==> config.mk <==
export PLATFORM = sky130hd
export DESIGN_NAME = raid_triple_parity_gen_flat
export DESIGN_NICKNAME = d
export VERILOG_FILES = /design/src/hdl/rtpg_pkg.sv /design/src/hdl/rtpg_in_if.sv /design/src/hdl/rtpg_out_if.sv /design/src/hdl/raid_triple_parity_gen.sv /design/src/hdl/rtpg_front.sv /design/src/hdl/rtpg_queue.sv /design/src/hdl/rtpg_back.sv /design/src/flat_wrapper.sv
export SDC_FILE = /design/constraint.sdc
export NUM_CORES = 1
export LEC_CHECK = 0
export BUFFER_PORTS_ARGS = -buffer_cell sky130_fd_sc_hd__buf_2
export CAP_MARGIN = 15
export CORE_ASPECT_RATIO = 1.2
export CORE_UTILIZATION = 66
export CTS_BUF_LIST = sky130_fd_sc_hd__clkbuf_8
export DETAILED_ROUTE_END_ITERATION = 10
export GPL_TIMING_DRIVEN = 0
export PLACE_DENSITY = 0.88
export SYNTH_ARGS = -nofsm -noshare
export SYNTH_HDL_FRONTEND = slang
export SYNTH_SLANG_ARGS = --single-unit
==> constraint.sdc <==
create_clock -name clk -period 11.7 [get_ports clk]
set_input_delay 0.585 -clock clk [delete_from_list [all_inputs] [get_ports clk]]
set_output_delay 0.585 -clock clk [all_outputs]
set_load 0.1 [all_outputs]
==> src/hdl/rtpg_pkg.sv <==
// Package for the triple parity generator: widths, constants, types and GF(2^8) helpers.
package rtpg_pkg;

  // Lane and word geometry
  localparam int LANES      = 8;
  localparam int BYTE_W     = 8;
  localparam int WORD_W     = 64;
  localparam int COUNT_W    = 8;

  // Queue between front and back
  localparam int Q_DEPTH    = 4;
  localparam int Q_PTR_W    = $clog2(Q_DEPTH);
  localparam int Q_CNT_W    = $clog2(Q_DEPTH + 1);

  // GF(2^8) constants: polynomial 0x11d, its halving constant, low-seven mask
  localparam logic [BYTE_W-1:0] GF_POLY_LO = 8'h1d;
  localparam logic [BYTE_W-1:0] GF_INV_2   = 8'h8e;
  localparam logic [BYTE_W-1:0] LOW7_MASK  = 8'h7f;

  // One classified disk item as it travels through the queue
  typedef struct packed {
    logic [WORD_W-1:0] data;
    logic              first;
    logic              last;
    logic              buf_end;
  } rtpg_entry_t;

  // Queue status seen by front and back
  typedef struct packed {
    logic empty;
    logic full;
  } rtpg_qstat_t;

  // Multiply one byte by 2 in GF(2^8)
  function automatic logic [BYTE_W-1:0] gf_mul2(input logic [BYTE_W-1:0] b);
    logic [BYTE_W-1:0] s;
    s = {b[BYTE_W-2:0], 1'b0};
    if (b[BYTE_W-1]) begin
      s = s ^ GF_POLY_LO;
    end
    return s;
  endfunction

  // Multiply one byte by 2^-1 in GF(2^8)
  function automatic logic [BYTE_W-1:0] gf_div2(input logic [BYTE_W-1:0] b);
    logic [BYTE_W-1:0] s;
    s = {1'b0, b[BYTE_W-1:1]} & LOW7_MASK;
    if (b[0]) begin
      s = s ^ GF_INV_2;
    end
    return s;
  endfunction

endpackage

==> src/hdl/rtpg_in_if.sv <==
// Input channel: one disk's byte lanes per transfer, valid/ready handshake.
interface rtpg_in_if;
  import rtpg_pkg::*;

  logic              valid;
  logic              ready;
  logic [WORD_W-1:0] data_lanes;
  logic              buffer_end;

  modport source (output valid, output data_lanes, output buffer_end, input ready);
  modport sink   (input valid, input data_lanes, input buffer_end, output ready);
endinterface

==> src/hdl/rtpg_out_if.sv <==
// Result channel: P, Q and R parity of one chunk per transfer, valid/ready handshake.
interface rtpg_out_if;
  import rtpg_pkg::*;

  logic              valid;
  logic              ready;
  logic [WORD_W-1:0] p_parity;
  logic [WORD_W-1:0] q_parity;
  logic [WORD_W-1:0] r_parity;
  logic              last_chunk;

  modport source (output valid, output p_parity, output q_parity, output r_parity,
                  output last_chunk, input ready);
  modport sink   (input valid, input p_parity, input q_parity, input r_parity,
                  input last_chunk, output ready);
endinterface

==> src/hdl/raid_triple_parity_gen.sv <==
// Top level of the RAID triple parity (P, Q, R) generator over GF(2^8).
//
// in_chan carries one data disk per transfer: eight byte lanes of one stripe
// chunk, disks in order from the highest down to disk 0, plus buffer_end.
// out_chan carries one result per chunk: P, Q and R parity bytes per lane and
// last_chunk, the buffer_end of the chunk's final disk.
// cfg_wr_en / cfg_wr_data write disk_count (0 is taken as 1); write it only
// while no chunk is open in the pipeline.
// Throughput: one disk item per cycle, sustained while out_chan does not
// stall, set by the shift/XOR Horner step in the back end's accumulators.
// A chunk's final item is written into the 4-entry queue when accepted, then
// popped and loaded into the output register, which then offers the result.
// When out_chan stalls, one result waits in the output register; the back
// end keeps absorbing non-final disks, and in_chan.ready drops only once the
// queue is full.
// Reset (rst_n low, synchronous) empties the queue, clears the accumulators
// and disk counter, drops out_chan.valid and sets disk_count to 1.
module raid_triple_parity_gen (
  input  logic                          clk,
  input  logic                          rst_n,
  input  logic                          cfg_wr_en,
  input  logic [rtpg_pkg::COUNT_W-1:0]  cfg_wr_data,
  rtpg_in_if.sink                       in_chan,
  rtpg_out_if.source                    out_chan
);
  import rtpg_pkg::*;

  logic               push;
  logic               pop;
  rtpg_entry_t        push_entry;
  rtpg_entry_t        head;
  rtpg_qstat_t        q_stat;
  logic [COUNT_W-1:0] disk_count;

  rtpg_front u_front (
    .clk         (clk),
    .rst_n       (rst_n),
    .cfg_wr_en   (cfg_wr_en),
    .cfg_wr_data (cfg_wr_data),
    .in_chan     (in_chan),
    .q_stat      (q_stat),
    .push        (push),
    .push_entry  (push_entry),
    .disk_count  (disk_count)
  );

  rtpg_queue u_queue (
    .clk        (clk),
    .rst_n      (rst_n),
    .push       (push),
    .push_entry (push_entry),
    .pop        (pop),
    .head       (head),
    .q_stat     (q_stat)
  );

  rtpg_back u_back (
    .clk      (clk),
    .rst_n    (rst_n),
    .head     (head),
    .q_stat   (q_stat),
    .pop      (pop),
    .out_chan (out_chan)
  );

`ifndef SYNTHESIS
  // Queue can never be both empty and full
  a_q_stat_sane: assert property (@(posedge clk) disable iff (!rst_n)
    !(q_stat.empty && q_stat.full))
    else $error("queue reports empty and full together");

  // With one disk per stripe every item opens and closes its chunk
  a_single_disk: assert property (@(posedge clk) disable iff (!rst_n)
    (push && (disk_count == '0 || disk_count == COUNT_W'(1)))
      |-> (push_entry.first && push_entry.last))
    else $error("single-disk item not tagged first and last");

  // Popping a chunk end always presents a result on the next cycle
  a_emit_valid: assert property (@(posedge clk) disable iff (!rst_n)
    (pop && head.last) |=> out_chan.valid)
    else $error("chunk end popped without a result");

  // A waiting result is never overwritten by another chunk end
  a_no_overwrite: assert property (@(posedge clk) disable iff (!rst_n)
    (out_chan.valid && !out_chan.ready) |-> !(pop && head.last))
    else $error("stalled result overwritten");
`endif

endmodule

==> src/hdl/rtpg_front.sv <==
// Front end: holds disk_count, counts disks of the chunk and tags items first/last.
module rtpg_front (
  input  logic                          clk,
  input  logic                          rst_n,
  input  logic                          cfg_wr_en,
  input  logic [rtpg_pkg::COUNT_W-1:0]  cfg_wr_data,
  rtpg_in_if.sink                       in_chan,
  input  rtpg_pkg::rtpg_qstat_t         q_stat,
  output logic                          push,
  output rtpg_pkg::rtpg_entry_t         push_entry,
  output logic [rtpg_pkg::COUNT_W-1:0]  disk_count
);
  import rtpg_pkg::*;

  logic [COUNT_W-1:0] disk_count_r, disk_count_nxt;
  logic [COUNT_W-1:0] disks_seen_r, disks_seen_nxt;
  logic [COUNT_W:0]   seen_inc;
  logic [COUNT_W:0]   need;
  logic               is_last;

  // Zero disk count acts as one disk
  assign need     = (disk_count_r == '0) ? (COUNT_W+1)'(1) : {1'b0, disk_count_r};
  assign seen_inc = {1'b0, disks_seen_r} + (COUNT_W+1)'(1);
  assign is_last  = (seen_inc >= need);

  assign in_chan.ready = !q_stat.full;
  assign push          = in_chan.valid && !q_stat.full;

  assign push_entry.data    = in_chan.data_lanes;
  assign push_entry.first   = (disks_seen_r == '0);
  assign push_entry.last    = is_last;
  assign push_entry.buf_end = in_chan.buffer_end;

  assign disk_count = disk_count_r;

  // Next values for register and disk counter
  always_comb begin
    disk_count_nxt = cfg_wr_en ? cfg_wr_data : disk_count_r;
    disks_seen_nxt = disks_seen_r;
    if (push) begin
      disks_seen_nxt = is_last ? '0 : seen_inc[COUNT_W-1:0];
    end
  end

  always_ff @(posedge clk) begin
    if (!rst_n) begin
      disk_count_r <= COUNT_W'(1);
      disks_seen_r <= '0;
    end else begin
      disk_count_r <= disk_count_nxt;
      disks_seen_r <= disks_seen_nxt;
    end
  end

endmodule

==> src/hdl/rtpg_queue.sv <==
// Short queue of classified items between front and back.
module rtpg_queue (
  input  logic                   clk,
  input  logic                   rst_n,
  input  logic                   push,
  input  rtpg_pkg::rtpg_entry_t  push_entry,
  input  logic                   pop,
  output rtpg_pkg::rtpg_entry_t  head,
  output rtpg_pkg::rtpg_qstat_t  q_stat
);
  import rtpg_pkg::*;

  rtpg_entry_t          mem_r [Q_DEPTH];
  logic [Q_PTR_W-1:0]   wr_ptr_r, wr_ptr_nxt;
  logic [Q_PTR_W-1:0]   rd_ptr_r, rd_ptr_nxt;
  logic [Q_CNT_W-1:0]   count_r, count_nxt;

  assign head         = mem_r[rd_ptr_r];
  assign q_stat.empty = (count_r == '0);
  assign q_stat.full  = (count_r == Q_CNT_W'(Q_DEPTH));

  // Pointer and fill count update
  always_comb begin
    wr_ptr_nxt = push ? wr_ptr_r + Q_PTR_W'(1) : wr_ptr_r;
    rd_ptr_nxt = pop  ? rd_ptr_r + Q_PTR_W'(1) : rd_ptr_r;
    count_nxt  = count_r;
    if (push && !pop) begin
      count_nxt = count_r + Q_CNT_W'(1);
    end else if (pop && !push) begin
      count_nxt = count_r - Q_CNT_W'(1);
    end
  end

  always_ff @(posedge clk) begin
    if (!rst_n) begin
      wr_ptr_r <= '0;
      rd_ptr_r <= '0;
      count_r  <= '0;
    end else begin
      wr_ptr_r <= wr_ptr_nxt;
      rd_ptr_r <= rd_ptr_nxt;
      count_r  <= count_nxt;
    end
  end

  // Storage, no reset needed
  always_ff @(posedge clk) begin
    if (push) begin
      mem_r[wr_ptr_r] <= push_entry;
    end
  end

endmodule

==> src/hdl/rtpg_back.sv <==
// Back end: per-lane P/Q/R Horner accumulators and the result output register.
module rtpg_back (
  input  logic                   clk,
  input  logic                   rst_n,
  input  rtpg_pkg::rtpg_entry_t  head,
  input  rtpg_pkg::rtpg_qstat_t  q_stat,
  output logic                   pop,
  rtpg_out_if.source             out_chan
);
  import rtpg_pkg::*;

  logic [WORD_W-1:0] p_acc_r, q_acc_r, r_acc_r;
  logic [WORD_W-1:0] p_nxt, q_nxt, r_nxt;
  logic [WORD_W-1:0] p_out_r, q_out_r, r_out_r;
  logic              last_out_r;
  logic              out_valid_r, out_valid_nxt;
  logic              emit;

  // Pop unless a chunk end would overwrite a result still waiting
  assign pop  = !q_stat.empty && (!head.last || !out_valid_r || out_chan.ready);
  assign emit = pop && head.last;

  // One Horner step per lane; unused lanes stay zero
  for (genvar k = 0; k < WORD_W / BYTE_W; k++) begin : g_lane
    if (k < LANES) begin : g_used
      logic [BYTE_W-1:0] d;
      assign d = head.data[k*BYTE_W +: BYTE_W];
      assign p_nxt[k*BYTE_W +: BYTE_W] = head.first ? d
                                       : (p_acc_r[k*BYTE_W +: BYTE_W] ^ d);
      assign q_nxt[k*BYTE_W +: BYTE_W] = head.first ? d
                                       : (gf_mul2(q_acc_r[k*BYTE_W +: BYTE_W]) ^ d);
      assign r_nxt[k*BYTE_W +: BYTE_W] = head.first ? d
                                       : (gf_div2(r_acc_r[k*BYTE_W +: BYTE_W]) ^ d);
    end else begin : g_unused
      assign p_nxt[k*BYTE_W +: BYTE_W] = '0;
      assign q_nxt[k*BYTE_W +: BYTE_W] = '0;
      assign r_nxt[k*BYTE_W +: BYTE_W] = '0;
    end
  end

  // Output register valid: set on chunk end, cleared on transfer
  always_comb begin
    out_valid_nxt = out_valid_r;
    if (emit) begin
      out_valid_nxt = 1'b1;
    end else if (out_chan.ready) begin
      out_valid_nxt = 1'b0;
    end
  end

  always_ff @(posedge clk) begin
    if (!rst_n) begin
      p_acc_r     <= '0;
      q_acc_r     <= '0;
      r_acc_r     <= '0;
      out_valid_r <= 1'b0;
    end else begin
      out_valid_r <= out_valid_nxt;
      if (pop) begin
        p_acc_r <= p_nxt;
        q_acc_r <= q_nxt;
        r_acc_r <= r_nxt;
      end
    end
  end

  // Result payload
  always_ff @(posedge clk) begin
    if (emit) begin
      p_out_r    <= p_nxt;
      q_out_r    <= q_nxt;
      r_out_r    <= r_nxt;
      last_out_r <= head.buf_end;
    end
  end

  assign out_chan.valid      = out_valid_r;
  assign out_chan.p_parity   = p_out_r;
  assign out_chan.q_parity   = q_out_r;
  assign out_chan.r_parity   = r_out_r;
  assign out_chan.last_chunk = last_out_r;

endmodule
==> src/flat_wrapper.sv <==
// flat-port wrapper written by rule: the top's interface ports become plain ports
module raid_triple_parity_gen_flat import rtpg_pkg::*;
  (clk, rst_n, cfg_wr_en, cfg_wr_data, in_chan_valid, in_chan_data_lanes, in_chan_buffer_end, in_chan_ready, out_chan_valid, out_chan_p_parity, out_chan_q_parity, out_chan_r_parity, out_chan_last_chunk, out_chan_ready);
  rtpg_in_if in_chan_i ();
  rtpg_out_if out_chan_i ();
  input  logic clk;
  input  logic rst_n;
  input  logic cfg_wr_en;
  input  logic [rtpg_pkg::COUNT_W-1:0] cfg_wr_data;
  input wire logic [$bits(in_chan_i.valid)-1:0] in_chan_valid;
  input wire logic [$bits(in_chan_i.data_lanes)-1:0] in_chan_data_lanes;
  input wire logic [$bits(in_chan_i.buffer_end)-1:0] in_chan_buffer_end;
  output wire logic [$bits(in_chan_i.ready)-1:0] in_chan_ready;
  output wire logic [$bits(out_chan_i.valid)-1:0] out_chan_valid;
  output wire logic [$bits(out_chan_i.p_parity)-1:0] out_chan_p_parity;
  output wire logic [$bits(out_chan_i.q_parity)-1:0] out_chan_q_parity;
  output wire logic [$bits(out_chan_i.r_parity)-1:0] out_chan_r_parity;
  output wire logic [$bits(out_chan_i.last_chunk)-1:0] out_chan_last_chunk;
  input wire logic [$bits(out_chan_i.ready)-1:0] out_chan_ready;
  assign in_chan_i.valid = in_chan_valid;
  assign in_chan_i.data_lanes = in_chan_data_lanes;
  assign in_chan_i.buffer_end = in_chan_buffer_end;
  assign in_chan_ready = in_chan_i.ready;
  assign out_chan_valid = out_chan_i.valid;
  assign out_chan_p_parity = out_chan_i.p_parity;
  assign out_chan_q_parity = out_chan_i.q_parity;
  assign out_chan_r_parity = out_chan_i.r_parity;
  assign out_chan_last_chunk = out_chan_i.last_chunk;
  assign out_chan_i.ready = out_chan_ready;
  raid_triple_parity_gen u_core (.clk(clk), .rst_n(rst_n), .cfg_wr_en(cfg_wr_en), .cfg_wr_data(cfg_wr_data), .in_chan(in_chan_i), .out_chan(out_chan_i));
endmodule
==> impl_metrics.env <==
export IMPL_rsz0062_at_grt="no"
export IMPL_area_delta_synth_final_pct=14.9
export IMPL_htree_levels=3
export IMPL_cp_required_ns=12.24
export IMPL_post_cts_buffers=0
export IMPL_vias_per_cell=6.30
export IMPL_worstMarginPinSlew_ns=1.21
export IMPL_synthTopCellsByArea="edfxtp_1 50%, dfxtp_1 16%, o21ba_2 4.5%"
export IMPL_fin_setup_tns_ns=0
export IMPL_startpoint_type="flip-flop"
export IMPL_clock_sinks=679
export IMPL_grt_pass1_vias=18514
export IMPL_die_area_mm2=0.0425
export IMPL_crit_path_end_kind="flip-flop"
export IMPL_ant_nets=0
export IMPL_gp_congestion=0.929
export IMPL_cts_buffer_depth=3
export IMPL_yosysUniqueCellTypes=52
export IMPL_finalCritPeriodShare_pct=30.2
export IMPL_crit_type="flip-flop to flip-flop"
export IMPL_initial_utilization_pct=67.1
export IMPL_finalSetupViolations=0
export IMPL_drive_gt1_share_pct=27.8
export IMPL_synth_edff_count=461
export IMPL_skew_ns=0.0330
export IMPL_overflow=0
export IMPL_netlist_top_cells_count="461 x edfxtp_1, 222 x nand2_1, 218 x dfxtp_1, 182 x o21ai_0, 124 x o21ba_2"
export IMPL_grt_use_total_pct=34.8
export IMPL_synth_nets=2056
export IMPL_synthCells=1962
export IMPL_synth_warnings=0
export IMPL_hold_buffers=0
export IMPL_ios=273
export IMPL_chipHeight_um=226
export IMPL_nets=2430
export IMPL_async_reset_ff_share_pct=0
export IMPL_cts_resized=0
export IMPL_relSlewSlack_pct=18.7
export IMPL_core_mm2=0.0409
export IMPL_status="finished, final reports clean"
export IMPL_cts_tree="built"
export IMPL_synth_seq_cells=679
export IMPL_critPathArrivalTime_ns=4.06
export IMPL_worst_path_max_fanout=7
export IMPL_grt_first_pass_wirelength_um=108000
export IMPL_clk_pin_slew_ns=0.07
export IMPL_yosysTopAreaCellShare_pct=50.4
export IMPL_drt_iter0_drc=2372
export IMPL_finalCriticalPeriod_ns=3.53
export IMPL_syn_area_per_cell_um2=14.0
export IMPL_grt_start_max_net_pins=66
export IMPL_setup_ws_ns=8.17
export IMPL_hold_violations=0
export IMPL_num_rows=81
export IMPL_cts_root_buf="clkbuf_8"
export IMPL_finalWirelength_um=73800
export IMPL_ys_seq_area_share_pct=66.2
export IMPL_slew_violations=0
export IMPL_vias=18672
export IMPL_die_w_um=188
export IMPL_place_ws_ns=8.23
export IMPL_first_pass_iters=6
export IMPL_synth_top_area_cell="edfxtp_1"
export IMPL_numCtsBuffers=95
export IMPL_dpl_hpwl_um=50000
export IMPL_antenna_found_initial=16
export IMPL_clock_latency_ns=0.67
export IMPL_hp_class="input port to flip-flop"
export IMPL_cap_viol_max_count=0
export IMPL_synth_area_mm2=0.0275
export IMPL_drt_wirelength_per_cell_um=24.9
export IMPL_synth_most_common_cell="edfxtp_1"
export IMPL_port_buffers=270
export IMPL_drc_errors=0
export IMPL_synth_ff_type="edfxtp_1"
export IMPL_max_freq_mhz=283
-- cells in the final DEF, fill, tap and decap left out, drive strengths merged, types with 2 or more instances in the layout --
cell type | synthesis | routed
a21o | 2 | 2
a21oi | 20 | 20
a22o | 32 | 32
a32oi | 2 | 2
and3 | 6 | 6
buf | 66 | 343
bufinv | 0 | 3
clkbuf | 51 | 158
clkinv | 1 | 31
clkinvlp | 0 | 2
dfxtp | 218 | 218
diode | 0 | 12
edfxtp | 461 | 461
ha | 15 | 15
inv | 15 | 48
mux2 | 17 | 17
mux2i | 43 | 43
mux4 | 51 | 51
nand2 | 222 | 222
nand3 | 8 | 8
nand4 | 9 | 9
nand4b | 9 | 9
nor2 | 84 | 84
nor2b | 18 | 18
nor4 | 2 | 2
o21a | 17 | 17
o21ai | 198 | 198
o21ba | 160 | 160
o221ai | 16 | 16
xnor2 | 117 | 117
xor2 | 87 | 87
-- worst paths after layout --
path,startpoint,endpoint,slack (ns),cells after the start
worst max-delay path,u_core.u_front.disks_seen_r[0]$_SDFFE_PN0P_,u_core.u_front.disks_seen_r[4]$_SDFFE_PN0P_,8.17,10
worst min-delay path,in_chan_data_lanes[35],u_core.u_queue.mem_r[1][38]$_DFFE_PP_,0.12,1
worst max register to register,u_core.u_front.disks_seen_r[0]$_SDFFE_PN0P_,u_core.u_front.disks_seen_r[4]$_SDFFE_PN0P_,8.17,10
worst min register to register,u_core.u_front.disk_count[0]$_SDFFE_PN1P_,u_core.u_front.disk_count[0]$_SDFFE_PN1P_,0.49,2
-- state kept, by name, summed over array words and instances, names as in the netlist, named ones only --
register                           count
u_core.u_back.r_acc_r                 64
u_core.u_queue.rd_ptr_r                2
u_core.u_back.q_acc_r                 64
u_core.u_queue.mem_r                 268
u_core.u_back.out_chan.last_chunk      1
u_core.u_front.disk_count              8
u_core.u_back.out_chan.p_parity       64
u_core.u_queue.wr_ptr_r                2
u_core.u_back.out_chan.r_parity       64
u_core.u_queue.count_r                 3
u_core.u_front.disks_seen_r            8
u_core.u_back.out_chan.valid           1
u_core.u_back.p_acc_r                 64
u_core.u_back.out_chan.q_parity       64
-- layer usage --
metal  part of all wire, %  wire length (um)  global-route usage, %  up-vias
met5                 0.068                50                      0        -
li1                      -                 -                      -     7941
met2                    48             35600                   56.6     1344
met4                   7.0              5170                   24.8        8
met3                    10              7540                   6.18      314
met1                    35             25500                   42.5     9065
-- kinds of logic after synthesis --
group	count (synthesis)	synth area share, %
flops	679	66.2
xor+xnor	204	6.50
compound gates	454	12.2
fa+ha+maj	16	0.755
buf+inv	133	2.28
simple gates	365	5.59
mux	111	6.48
-- worst max-delay path, stage by stage (launching register included) --
cell and delay [ns]:
dfxtp_1 0.48, ha_1 0.29, nand3_1 0.25, nor2_1 0.19
xor2_1 0.26, ha_1 0.30, and3_1 0.19, a221o_1 0.33
a41oi_1 0.52, nand2_1 0.29, o41ai_1 0.32
-- stage by stage --
step / cell area (um2) / cells / util [%] / hold WS (ns)
4_1_cts: 31600 / 2953 / 77.1 / 0.0908
3_3_place_gp: 29500 / 2771 / 72.1 / 0.467
5_1_grt: 31600 / 2963 / 77.2 / 0.126
6_report: 31600 / 2965 / 77.2 / 0.123
3_5_place_dp: 29700 / 2778 / 72.6 / 0.474
2_1_floorplan: 27500 / 1962 / - / 0.444
-- area by class of cell --
type / count / area, um2
Inverter: 16 / 60.1
Sequential cell: 679 / 18200
Timing Repair Buffer: 277 / 1540
Tap cell: 539 / 674
Fill cell: 2369 / 9340
Multi-Input combinational cell: 1150 / 8680
Clock buffer: 107 / 1470
Antenna cell: 12 / 30.0
Clock inverter: 68 / 365
Buffer: 117 / 567
Power is left out: the tool's default activity adds up to more than one toggle a clock period on the data nets, which glitch-free logic cannot reach.
